File: config.mk
export PLATFORM = sky130hd
export DESIGN_NAME = sha1_byte_stream_hasher_core
export DESIGN_NICKNAME = d
export VERILOG_FILES = /design/src/rtl/sha1bsh_pkg.sv /design/src/rtl/sha1_byte_stream_hasher_core.sv
export SDC_FILE = /design/constraint.sdc
export NUM_CORES = 2
export LEC_CHECK = 0
export BUFFER_PORTS_ARGS = -buffer_cell sky130_fd_sc_hd__buf_2
export CAP_MARGIN = 15
export CORE_ASPECT_RATIO = 1.75
export CORE_MARGIN = 1.5
export CORE_UTILIZATION = 50
export CTS_BUF_LIST = sky130_fd_sc_hd__clkbuf_4
export CTS_CLUSTER_DIAMETER = 60
export DETAILED_ROUTE_END_ITERATION = 6
export PLACE_DENSITY = 0.68
export SETUP_SLACK_MARGIN = 0.15
export SLEW_MARGIN = 20
export SYNTH_ARGS = -nofsm -noshare
export SYNTH_HDL_FRONTEND = slang
export SYNTH_SLANG_ARGS = --single-unit
File: constraint.sdc
create_clock -name clk_i -period 25.1 [get_ports clk_i]
set_input_delay 1.255 -clock clk_i [delete_from_list [all_inputs] [get_ports clk_i]]
set_output_delay 1.255 -clock clk_i [all_outputs]
set_load 0.02 [all_outputs]
File: src/rtl/sha1bsh_pkg.sv
// sha1bsh_pkg: sequencer states, initial chaining values and round constants
// for the SHA-1 byte stream hasher core and its checker.
// Depends on nothing.
package sha1bsh_pkg;

  typedef enum logic [2:0] {
    ST_IDLE,
    ST_PAD,
    ST_LEN,
    ST_ROUND,
    ST_ADD,
    ST_OUT
  } state_e;

  localparam logic KIND_DATA   = 1'b0;
  localparam logic KIND_FINISH = 1'b1;

  // index 0 is H0
  localparam logic [4:0][31:0] INIT_CHAIN = {
    32'hc3d2e1f0, 32'h10325476, 32'h98badcfe, 32'hefcdab89, 32'h67452301
  };

  localparam logic [31:0] K_ROUND0 = 32'h5a827999;
  localparam logic [31:0] K_ROUND1 = 32'h6ed9eba1;
  localparam logic [31:0] K_ROUND2 = 32'h8f1bbcdc;
  localparam logic [31:0] K_ROUND3 = 32'hca62c1d6;

  localparam logic [7:0] PAD_BYTE = 8'h80;

  localparam logic [6:0] RND_LAST    = 7'd79;
  localparam logic [6:0] RND_PHASE1  = 7'd20;
  localparam logic [6:0] RND_PHASE2  = 7'd40;
  localparam logic [6:0] RND_PHASE3  = 7'd60;

  localparam logic [5:0] FILL_LAST   = 6'd63;  // last byte of a block
  localparam logic [5:0] FILL_PRELEN = 6'd55;  // last byte before the length field

  localparam logic [2:0] WORD_LAST   = 3'd4;

endpackage

File: src/rtl/sha1_byte_stream_hasher_core.sv
// sha1_byte_stream_hasher_core: SHA-1 over a byte stream, one shared round unit
// under a small sequencer. Depends on sha1bsh_pkg.
//
// Channel  Direction  Handshake               Payload
// -------  ---------  ----------------------  ---------------------------------
// in       sink       in_valid_i/in_ready_o   kind_i, data_byte_i
// out      source     out_valid_o/out_ready_i digest_word_o, word_index_o, last_o
//
// Data byte: taken in idle; a block-completing byte then runs the rounds and chain add.
// Finish: pad (0x80, then zeros) to byte 55, 8 length bytes, compress; with 56 or more
// bytes held, pad to the block end, compress, then 56 zeros, 8 length bytes, compress.
// Then five words, one per cycle while out_ready_i stays high.
// in_ready_o is high only in the idle state; a stalled word holds the output state.
// Reset leaves the initial chaining values, an empty block and a zero count.
module sha1_byte_stream_hasher_core (
  input  logic        clk_i,
  input  logic        rst_ni,
  input  logic        in_valid_i,
  output logic        in_ready_o,
  input  logic        kind_i,
  input  logic [7:0]  data_byte_i,
  output logic        out_valid_o,
  input  logic        out_ready_i,
  output logic [31:0] digest_word_o,
  output logic [2:0]  word_index_o,
  output logic        last_o
);

  sha1bsh_pkg::state_e state_q, state_d;

  // Control state
  logic [5:0]        fill_q;       // bytes held in the current block
  logic [60:0]       cnt_q;        // message bytes so far, wraps
  logic [6:0]        rnd_q;        // round counter
  logic              fin_q;        // finish sequence in progress
  logic              first_q;      // 0x80 byte still to go in
  logic              len_done_q;   // length bytes already in the block
  logic [2:0]        idx_q;        // digest word being shown
  logic [4:0][31:0]  chain_q;

  // Payload state
  logic [511:0]      blk_q;        // 16-word block, word 0 in the top bits
  logic [63:0]       len_q;        // bit length snapshot, shifted out top byte first
  logic [31:0]       a_q, b_q, c_q, d_q, e_q;

  // Sequencer outputs
  logic              in_acc, out_acc;
  logic              byte_en;
  logic [7:0]        byte_val;
  logic              start_cmp;

  assign in_acc  = in_valid_i && in_ready_o;
  assign out_acc = out_valid_o && out_ready_i;

  // Next state
  always_comb begin
    state_d = state_q;
    unique case (state_q)
      sha1bsh_pkg::ST_IDLE: begin
        if (in_acc) begin
          if (kind_i == sha1bsh_pkg::KIND_FINISH) begin
            state_d = sha1bsh_pkg::ST_PAD;
          end else if (fill_q == sha1bsh_pkg::FILL_LAST) begin
            state_d = sha1bsh_pkg::ST_ROUND;
          end
        end
      end
      sha1bsh_pkg::ST_PAD: begin
        if (fill_q == sha1bsh_pkg::FILL_LAST) begin
          state_d = sha1bsh_pkg::ST_ROUND;
        end else if (fill_q == sha1bsh_pkg::FILL_PRELEN) begin
          state_d = sha1bsh_pkg::ST_LEN;
        end
      end
      sha1bsh_pkg::ST_LEN: begin
        if (fill_q == sha1bsh_pkg::FILL_LAST) begin
          state_d = sha1bsh_pkg::ST_ROUND;
        end
      end
      sha1bsh_pkg::ST_ROUND: begin
        if (rnd_q == sha1bsh_pkg::RND_LAST) begin
          state_d = sha1bsh_pkg::ST_ADD;
        end
      end
      sha1bsh_pkg::ST_ADD: begin
        if (!fin_q) begin
          state_d = sha1bsh_pkg::ST_IDLE;
        end else if (len_done_q) begin
          state_d = sha1bsh_pkg::ST_OUT;
        end else begin
          state_d = sha1bsh_pkg::ST_PAD;
        end
      end
      sha1bsh_pkg::ST_OUT: begin
        if (out_ready_i && idx_q == sha1bsh_pkg::WORD_LAST) begin
          state_d = sha1bsh_pkg::ST_IDLE;
        end
      end
      default: state_d = sha1bsh_pkg::ST_IDLE;
    endcase
  end

  // Sequencer outputs
  always_comb begin
    in_ready_o  = 1'b0;
    out_valid_o = 1'b0;
    byte_en     = 1'b0;
    byte_val    = data_byte_i;
    unique case (state_q)
      sha1bsh_pkg::ST_IDLE: begin
        in_ready_o = 1'b1;
        byte_en    = in_valid_i && (kind_i == sha1bsh_pkg::KIND_DATA);
      end
      sha1bsh_pkg::ST_PAD: begin
        byte_en  = 1'b1;
        byte_val = first_q ? sha1bsh_pkg::PAD_BYTE : 8'h00;
      end
      sha1bsh_pkg::ST_LEN: begin
        byte_en  = 1'b1;
        byte_val = len_q[63:56];
      end
      sha1bsh_pkg::ST_OUT: begin
        out_valid_o = 1'b1;
      end
      sha1bsh_pkg::ST_ROUND, sha1bsh_pkg::ST_ADD: begin
      end
      default: begin
      end
    endcase
    start_cmp = (state_q != sha1bsh_pkg::ST_ROUND) && (state_d == sha1bsh_pkg::ST_ROUND);
  end

  assign digest_word_o = chain_q[idx_q];
  assign word_index_o  = idx_q;
  assign last_o        = (idx_q == sha1bsh_pkg::WORD_LAST);

  // Shared round unit
  logic [31:0] wt, w_new, f, k, tmp;

  assign wt    = blk_q[511 -: 32];
  assign w_new = {blk_q[511-32*13 -: 32] ^ blk_q[511-32*8 -: 32] ^
                  blk_q[511-32*2 -: 32] ^ blk_q[511 -: 32]};

  always_comb begin
    if (rnd_q < sha1bsh_pkg::RND_PHASE1) begin
      f = (b_q & c_q) | (~b_q & d_q);
      k = sha1bsh_pkg::K_ROUND0;
    end else if (rnd_q < sha1bsh_pkg::RND_PHASE2) begin
      f = b_q ^ c_q ^ d_q;
      k = sha1bsh_pkg::K_ROUND1;
    end else if (rnd_q < sha1bsh_pkg::RND_PHASE3) begin
      f = (b_q & c_q) | (b_q & d_q) | (c_q & d_q);
      k = sha1bsh_pkg::K_ROUND2;
    end else begin
      f = b_q ^ c_q ^ d_q;
      k = sha1bsh_pkg::K_ROUND3;
    end
    tmp = {a_q[26:0], a_q[31:27]} + f + e_q + k + wt;
  end

  // Control registers
  always_ff @(posedge clk_i or negedge rst_ni) begin
    if (!rst_ni) begin
      state_q    <= sha1bsh_pkg::ST_IDLE;
      fill_q     <= '0;
      cnt_q      <= '0;
      rnd_q      <= '0;
      fin_q      <= 1'b0;
      first_q    <= 1'b0;
      len_done_q <= 1'b0;
      idx_q      <= '0;
      chain_q    <= sha1bsh_pkg::INIT_CHAIN;
    end else begin
      state_q <= state_d;
      if (byte_en) begin
        fill_q <= fill_q + 6'd1;
      end
      if (in_acc && kind_i == sha1bsh_pkg::KIND_DATA) begin
        cnt_q <= cnt_q + 61'd1;
      end
      if (in_acc && kind_i == sha1bsh_pkg::KIND_FINISH) begin
        fin_q   <= 1'b1;
        first_q <= 1'b1;
      end
      if (state_q == sha1bsh_pkg::ST_PAD) begin
        first_q <= 1'b0;
      end
      if (state_q == sha1bsh_pkg::ST_LEN && fill_q == sha1bsh_pkg::FILL_LAST) begin
        len_done_q <= 1'b1;
      end
      if (start_cmp) begin
        rnd_q <= '0;
      end else if (state_q == sha1bsh_pkg::ST_ROUND) begin
        rnd_q <= rnd_q + 7'd1;
      end
      if (state_q == sha1bsh_pkg::ST_ADD) begin
        chain_q[0] <= chain_q[0] + a_q;
        chain_q[1] <= chain_q[1] + b_q;
        chain_q[2] <= chain_q[2] + c_q;
        chain_q[3] <= chain_q[3] + d_q;
        chain_q[4] <= chain_q[4] + e_q;
      end
      if (out_acc) begin
        if (idx_q == sha1bsh_pkg::WORD_LAST) begin
          // digest delivered: back to the empty-message state
          idx_q      <= '0;
          chain_q    <= sha1bsh_pkg::INIT_CHAIN;
          cnt_q      <= '0;
          fin_q      <= 1'b0;
          len_done_q <= 1'b0;
        end else begin
          idx_q <= idx_q + 3'd1;
        end
      end
    end
  end

  // Datapath registers
  always_ff @(posedge clk_i) begin
    if (byte_en) begin
      blk_q <= {blk_q[503:0], byte_val};
    end else if (state_q == sha1bsh_pkg::ST_ROUND) begin
      // schedule window slides one word per round
      blk_q <= {blk_q[479:0], w_new[30:0], w_new[31]};
    end
    if (in_acc && kind_i == sha1bsh_pkg::KIND_FINISH) begin
      len_q <= {cnt_q, 3'b000};
    end else if (state_q == sha1bsh_pkg::ST_LEN) begin
      len_q <= {len_q[55:0], 8'h00};
    end
    if (start_cmp) begin
      a_q <= chain_q[0];
      b_q <= chain_q[1];
      c_q <= chain_q[2];
      d_q <= chain_q[3];
      e_q <= chain_q[4];
    end else if (state_q == sha1bsh_pkg::ST_ROUND) begin
      e_q <= d_q;
      d_q <= c_q;
      c_q <= {b_q[1:0], b_q[31:2]};
      b_q <= a_q;
      a_q <= tmp;
    end
  end

endmodule

==> results.tsv <==
stage	metric	value	unit
place	placed insts	5987	
synth	mapped cell area	55900	um2
sta	Clock Skew	97.4	ps
clock_network	clock latency on the worst-skew pair	1220	ps
global_routing	initial antenna violation count	2	
sta	final worst-path cycle share	25.7	%
detailed_routing	drt total wl	148000	um
floorplan	Initial Util	50.3	%
clock_network	# H-tree levels	4	
finish	layout cells sized above 1	25.2	%
global_routing	gr usage total	26.0	%
critical_path	crit path from	rnd_q[4]$_DFFE_PN0P_	
synth	top cell type's share of synthesized area	39.4	%
detailed_routing	Detailed Routing Iterations Pass 1	7	
detailed_routing	vias per inst	5.81	
synth	Synth cell types	91	
detailed_routing	Detailed Route Iter0 Violations	2591	
clock_network	TritonCTS Buffers	222	
critical_path	required time worst endpoint	26080	ps
global_routing	largest net degree at the start of global routing	181	
critical_path	R2R depth	24	
critical_path	r2r startpoint	rnd_q[4]$_DFFE_PN0P_	
finish	Layout Nets	5072	
global_routing	global-route wire length before repair	225000	um
floorplan	io pins	51	
sta	Highest Clock Rate	0.155	GHz
global_routing	total gr overflow	0	
critical_path	Setup CP Type	reg -> reg	
critical_path	Worst setup SP type	flop	
clock_network	Clock transition at path regs	80	ps
sta	Slew Viols, Final	0	
place	placed cell area	57600	um2
min_path	hold crit path type	reg -> reg	
min_path	hold_sp	fill_q[5]$_DFFE_PN0P_	
synth	register area share after synthesis	50.5	%
critical_path	Crit Reg-Reg Endpoint	a_q[29]$_DFFE_PP_	
sta	Final min period	6460	ps
floorplan	num rows	162	
clock_network	CTS resizes	0	
floorplan	DIE AREA	114000	um2
flow_run	Max Cap Viol	0	
finish	cell area after layout	60700	um2
critical_path	crit path max fanout	20	
critical_path	R2R setup slack	18640	ps
place	post-DP HPWL	105000	um
sta	worst-margin pin slew	1240	ps
detailed_routing	vias post-DR	37300	
sta	final setup vio count	0	
synth	Yosys reg bits	976	
status	status	completed	
critical_path	Worst EP arrival	7440	ps
detailed_routing	Antenna Nets Post-Route	0	
critical_path	Worst setup EP type	flop	
critical_path	Setup crit end	a_q[29]$_DFFE_PP_	
finish	Post-Layout Cell Count	6416	
synth	Synth Instances	4611	
synth	synth warn	0	
synth	Async S/R FF share, synth	24.9	%
finish	Area Growth Syn to Fin	8.72	%
place	GP Congestion	0.977	
synth	mean post-synth cell area	12.1	um2
clock_network	Sinks on Clock Net	976	
sta	Slew HR	16.7	%
sta	Total Negative Setup Slacks	0	ps
synth	largest cells by area after synthesis	edfxtp_1 (39%), mux2_2 (12%), dfrtp_1 (7.3%)	
synth	EDFF count, synth	733	
clock_network	worst-case clock buffer depth	3	
synth	Post-Syn Nets	4947	
sta	Final Hold Viols	0	
synth	top_reg_cell synth	edfxtp_1	
floorplan	core area	111000	um2
clock_network	root buf cell	clkbuf_4	
detailed_routing	WL/cell	23.0	um
floorplan	Die Span Y	445	um
global_routing	vias in the first global route	38500	
sta	RSZ-0062 raised after global routing	no	
place	port bufs	50	
clock_network	CTS tree	done	
synth	area leader, netlist	edfxtp_1	
detailed_routing	DRC Markers	0	
floorplan	Chip Width	256	um
[cell usage after synthesis, types with 8 or more instances]
cell / count
edfxtp_1: 733
mux2_2: 614
nand2_1: 420
inv_1: 281
a21oi_1: 246
o21ai_0: 231
ha_1: 198
xnor2_1: 193
nor2_1: 191
dfrtp_1: 163
clkbuf_1: 144
fa_1: 125
xor2_1: 104
a21o_1: 99
dfstp_2: 80
nand3_1: 72
o211ai_1: 54
and3_1: 44
mux2_1: 37
a211oi_1: 36
mux4_2: 32
mux2i_1: 28
nor3_1: 28
nand2b_1: 27
o21ai_1: 27
or3_1: 27
nor2b_1: 26
o21bai_1: 25
nand4_1: 24
o21a_1: 23
and2_1: 22
o22ai_1: 22
buf_1: 21
a31oi_1: 20
buf_2: 19
a221o_1: 14
and4_1: 14
o31ai_1: 12
a221oi_1: 9
a211o_1: 8
nor3b_1: 8
[worst max-delay path: stages, from the launching register on]
cell and delay [ps]:
dfrtp_1 460, a41oi_1 240, buf_4 230, nand2_1 90, inv_1 60, buf_4 340
nor2_2 80, buf_4 280, a221oi_1 380, fa_1 510, fa_1 550, inv_1 40
ha_1 210, inv_1 70, fa_1 210, nor2b_1 60, o21a_1 180, o211ai_1 190
nand2_1 130, a211oi_1 660, o21ai_1 310, a211oi_1 410, a21oi_1 140, o21a_1 190
o31ai_1 190
[cells by family after synthesis]
group / Yosys count / synth area share, %
AOI/OAI and AO/OA: 895 / 10.0
xor gates and xnor gates: 297 / 4.66
adders and majority gates: 323 / 8.91
buffers and inverters: 475 / 3.33
DFF: 976 / 50.5
muxes: 711 / 14.9
and+or+nand+nor: 934 / 7.70
[layout make-up]
cell class | instances | area [um2]
clock buffers | 362 | 2720
well taps | 1476 | 1850
fillers | 9631 | 50300
flip-flops and latches | 976 | 28200
repair buffers | 95 | 638
multi-input cells | 3160 | 25900
inverters | 281 | 1060
diodes | 7 | 17.5
clock inverters | 59 | 380
[worst min-delay path by stage]
stage	end	slack (ps)	cells past startpoint
2_1_floorplan	fill_q[5]$_DFFE_PN0P_	430	1
3_3_place_gp	fill_q[5]$_DFFE_PN0P_	450	1
3_5_place_dp	fill_q[5]$_DFFE_PN0P_	460	1
4_1_cts	state_q[2]$_DFF_PN0_	350	4
5_1_grt	state_q[2]$_DFF_PN0_	420	4
6_report	fill_q[5]$_DFFE_PN0P_	470	1
[per-stage QoR]
| step | utilization (%) | setup slack [ps] | hold WS, ps |
|---|---|---|---|
| after floorplan | - | 9080 | 435 |
| after global placement | 51.9 | 18630 | 452 |
| after detailed placement | 51.9 | 18610 | 455 |
| after CTS | 54.7 | 18710 | 349 |
| after global routing | 54.7 | 18370 | 423 |
| final | 54.7 | 18640 | 473 |
[layout by cell type (no fill, tap or decap), types with 28 or more instances in the layout]
cell type,synthesis,final
inv_1,281,280
o21ai_0,231,231
nand3_1,72,72
ha_1,198,198
and3_1,44,41
a21oi_1,246,244
mux2_1,37,37
buf_2,19,49
a211oi_1,36,36
mux4_2,32,32
buf_4,1,41
clkbuf_4,0,362
fa_1,125,125
nand2_1,420,418
a21o_1,99,99
edfxtp_1,733,733
xnor2_1,193,193
dfrtp_1,163,160
mux2i_1,28,28
o211ai_1,54,54
mux2_2,614,614
clkinv_1,0,40
nor2_1,191,190
xor2_1,104,104
nor3_1,28,28
dfstp_2,80,80
[flip-flops by register name, indices dropped and copies added (netlist names), 3 cells and up]
register	cells
state_q	3
c_q	32
rnd_q	7
b_q	32
fill_q	6
cnt_q	61
len_q	61
word_index_o	3
e_q	32
d_q	32
blk_q	512
a_q	32
chain_q	160
[per-layer routing]
metal | share of wire [%] | GRT usage (%) | wire, um
met1 | 34 | 26.1 | 50500
met2 | 53 | 47.6 | 78200
met3 | 4.3 | 4.38 | 6280
met4 | 8.6 | 20.2 | 12600
met5 | 0 | 0 | 0
[repair_timing]
item                                   in CTS  in global routing
setup buffers                               0                  0
endpoints found under the hold margin      31                  0
hold buffers                                1                  0
Power is not shown: default switching activity piles up to over one toggle a cycle in this logic, so the estimate is an artifact.
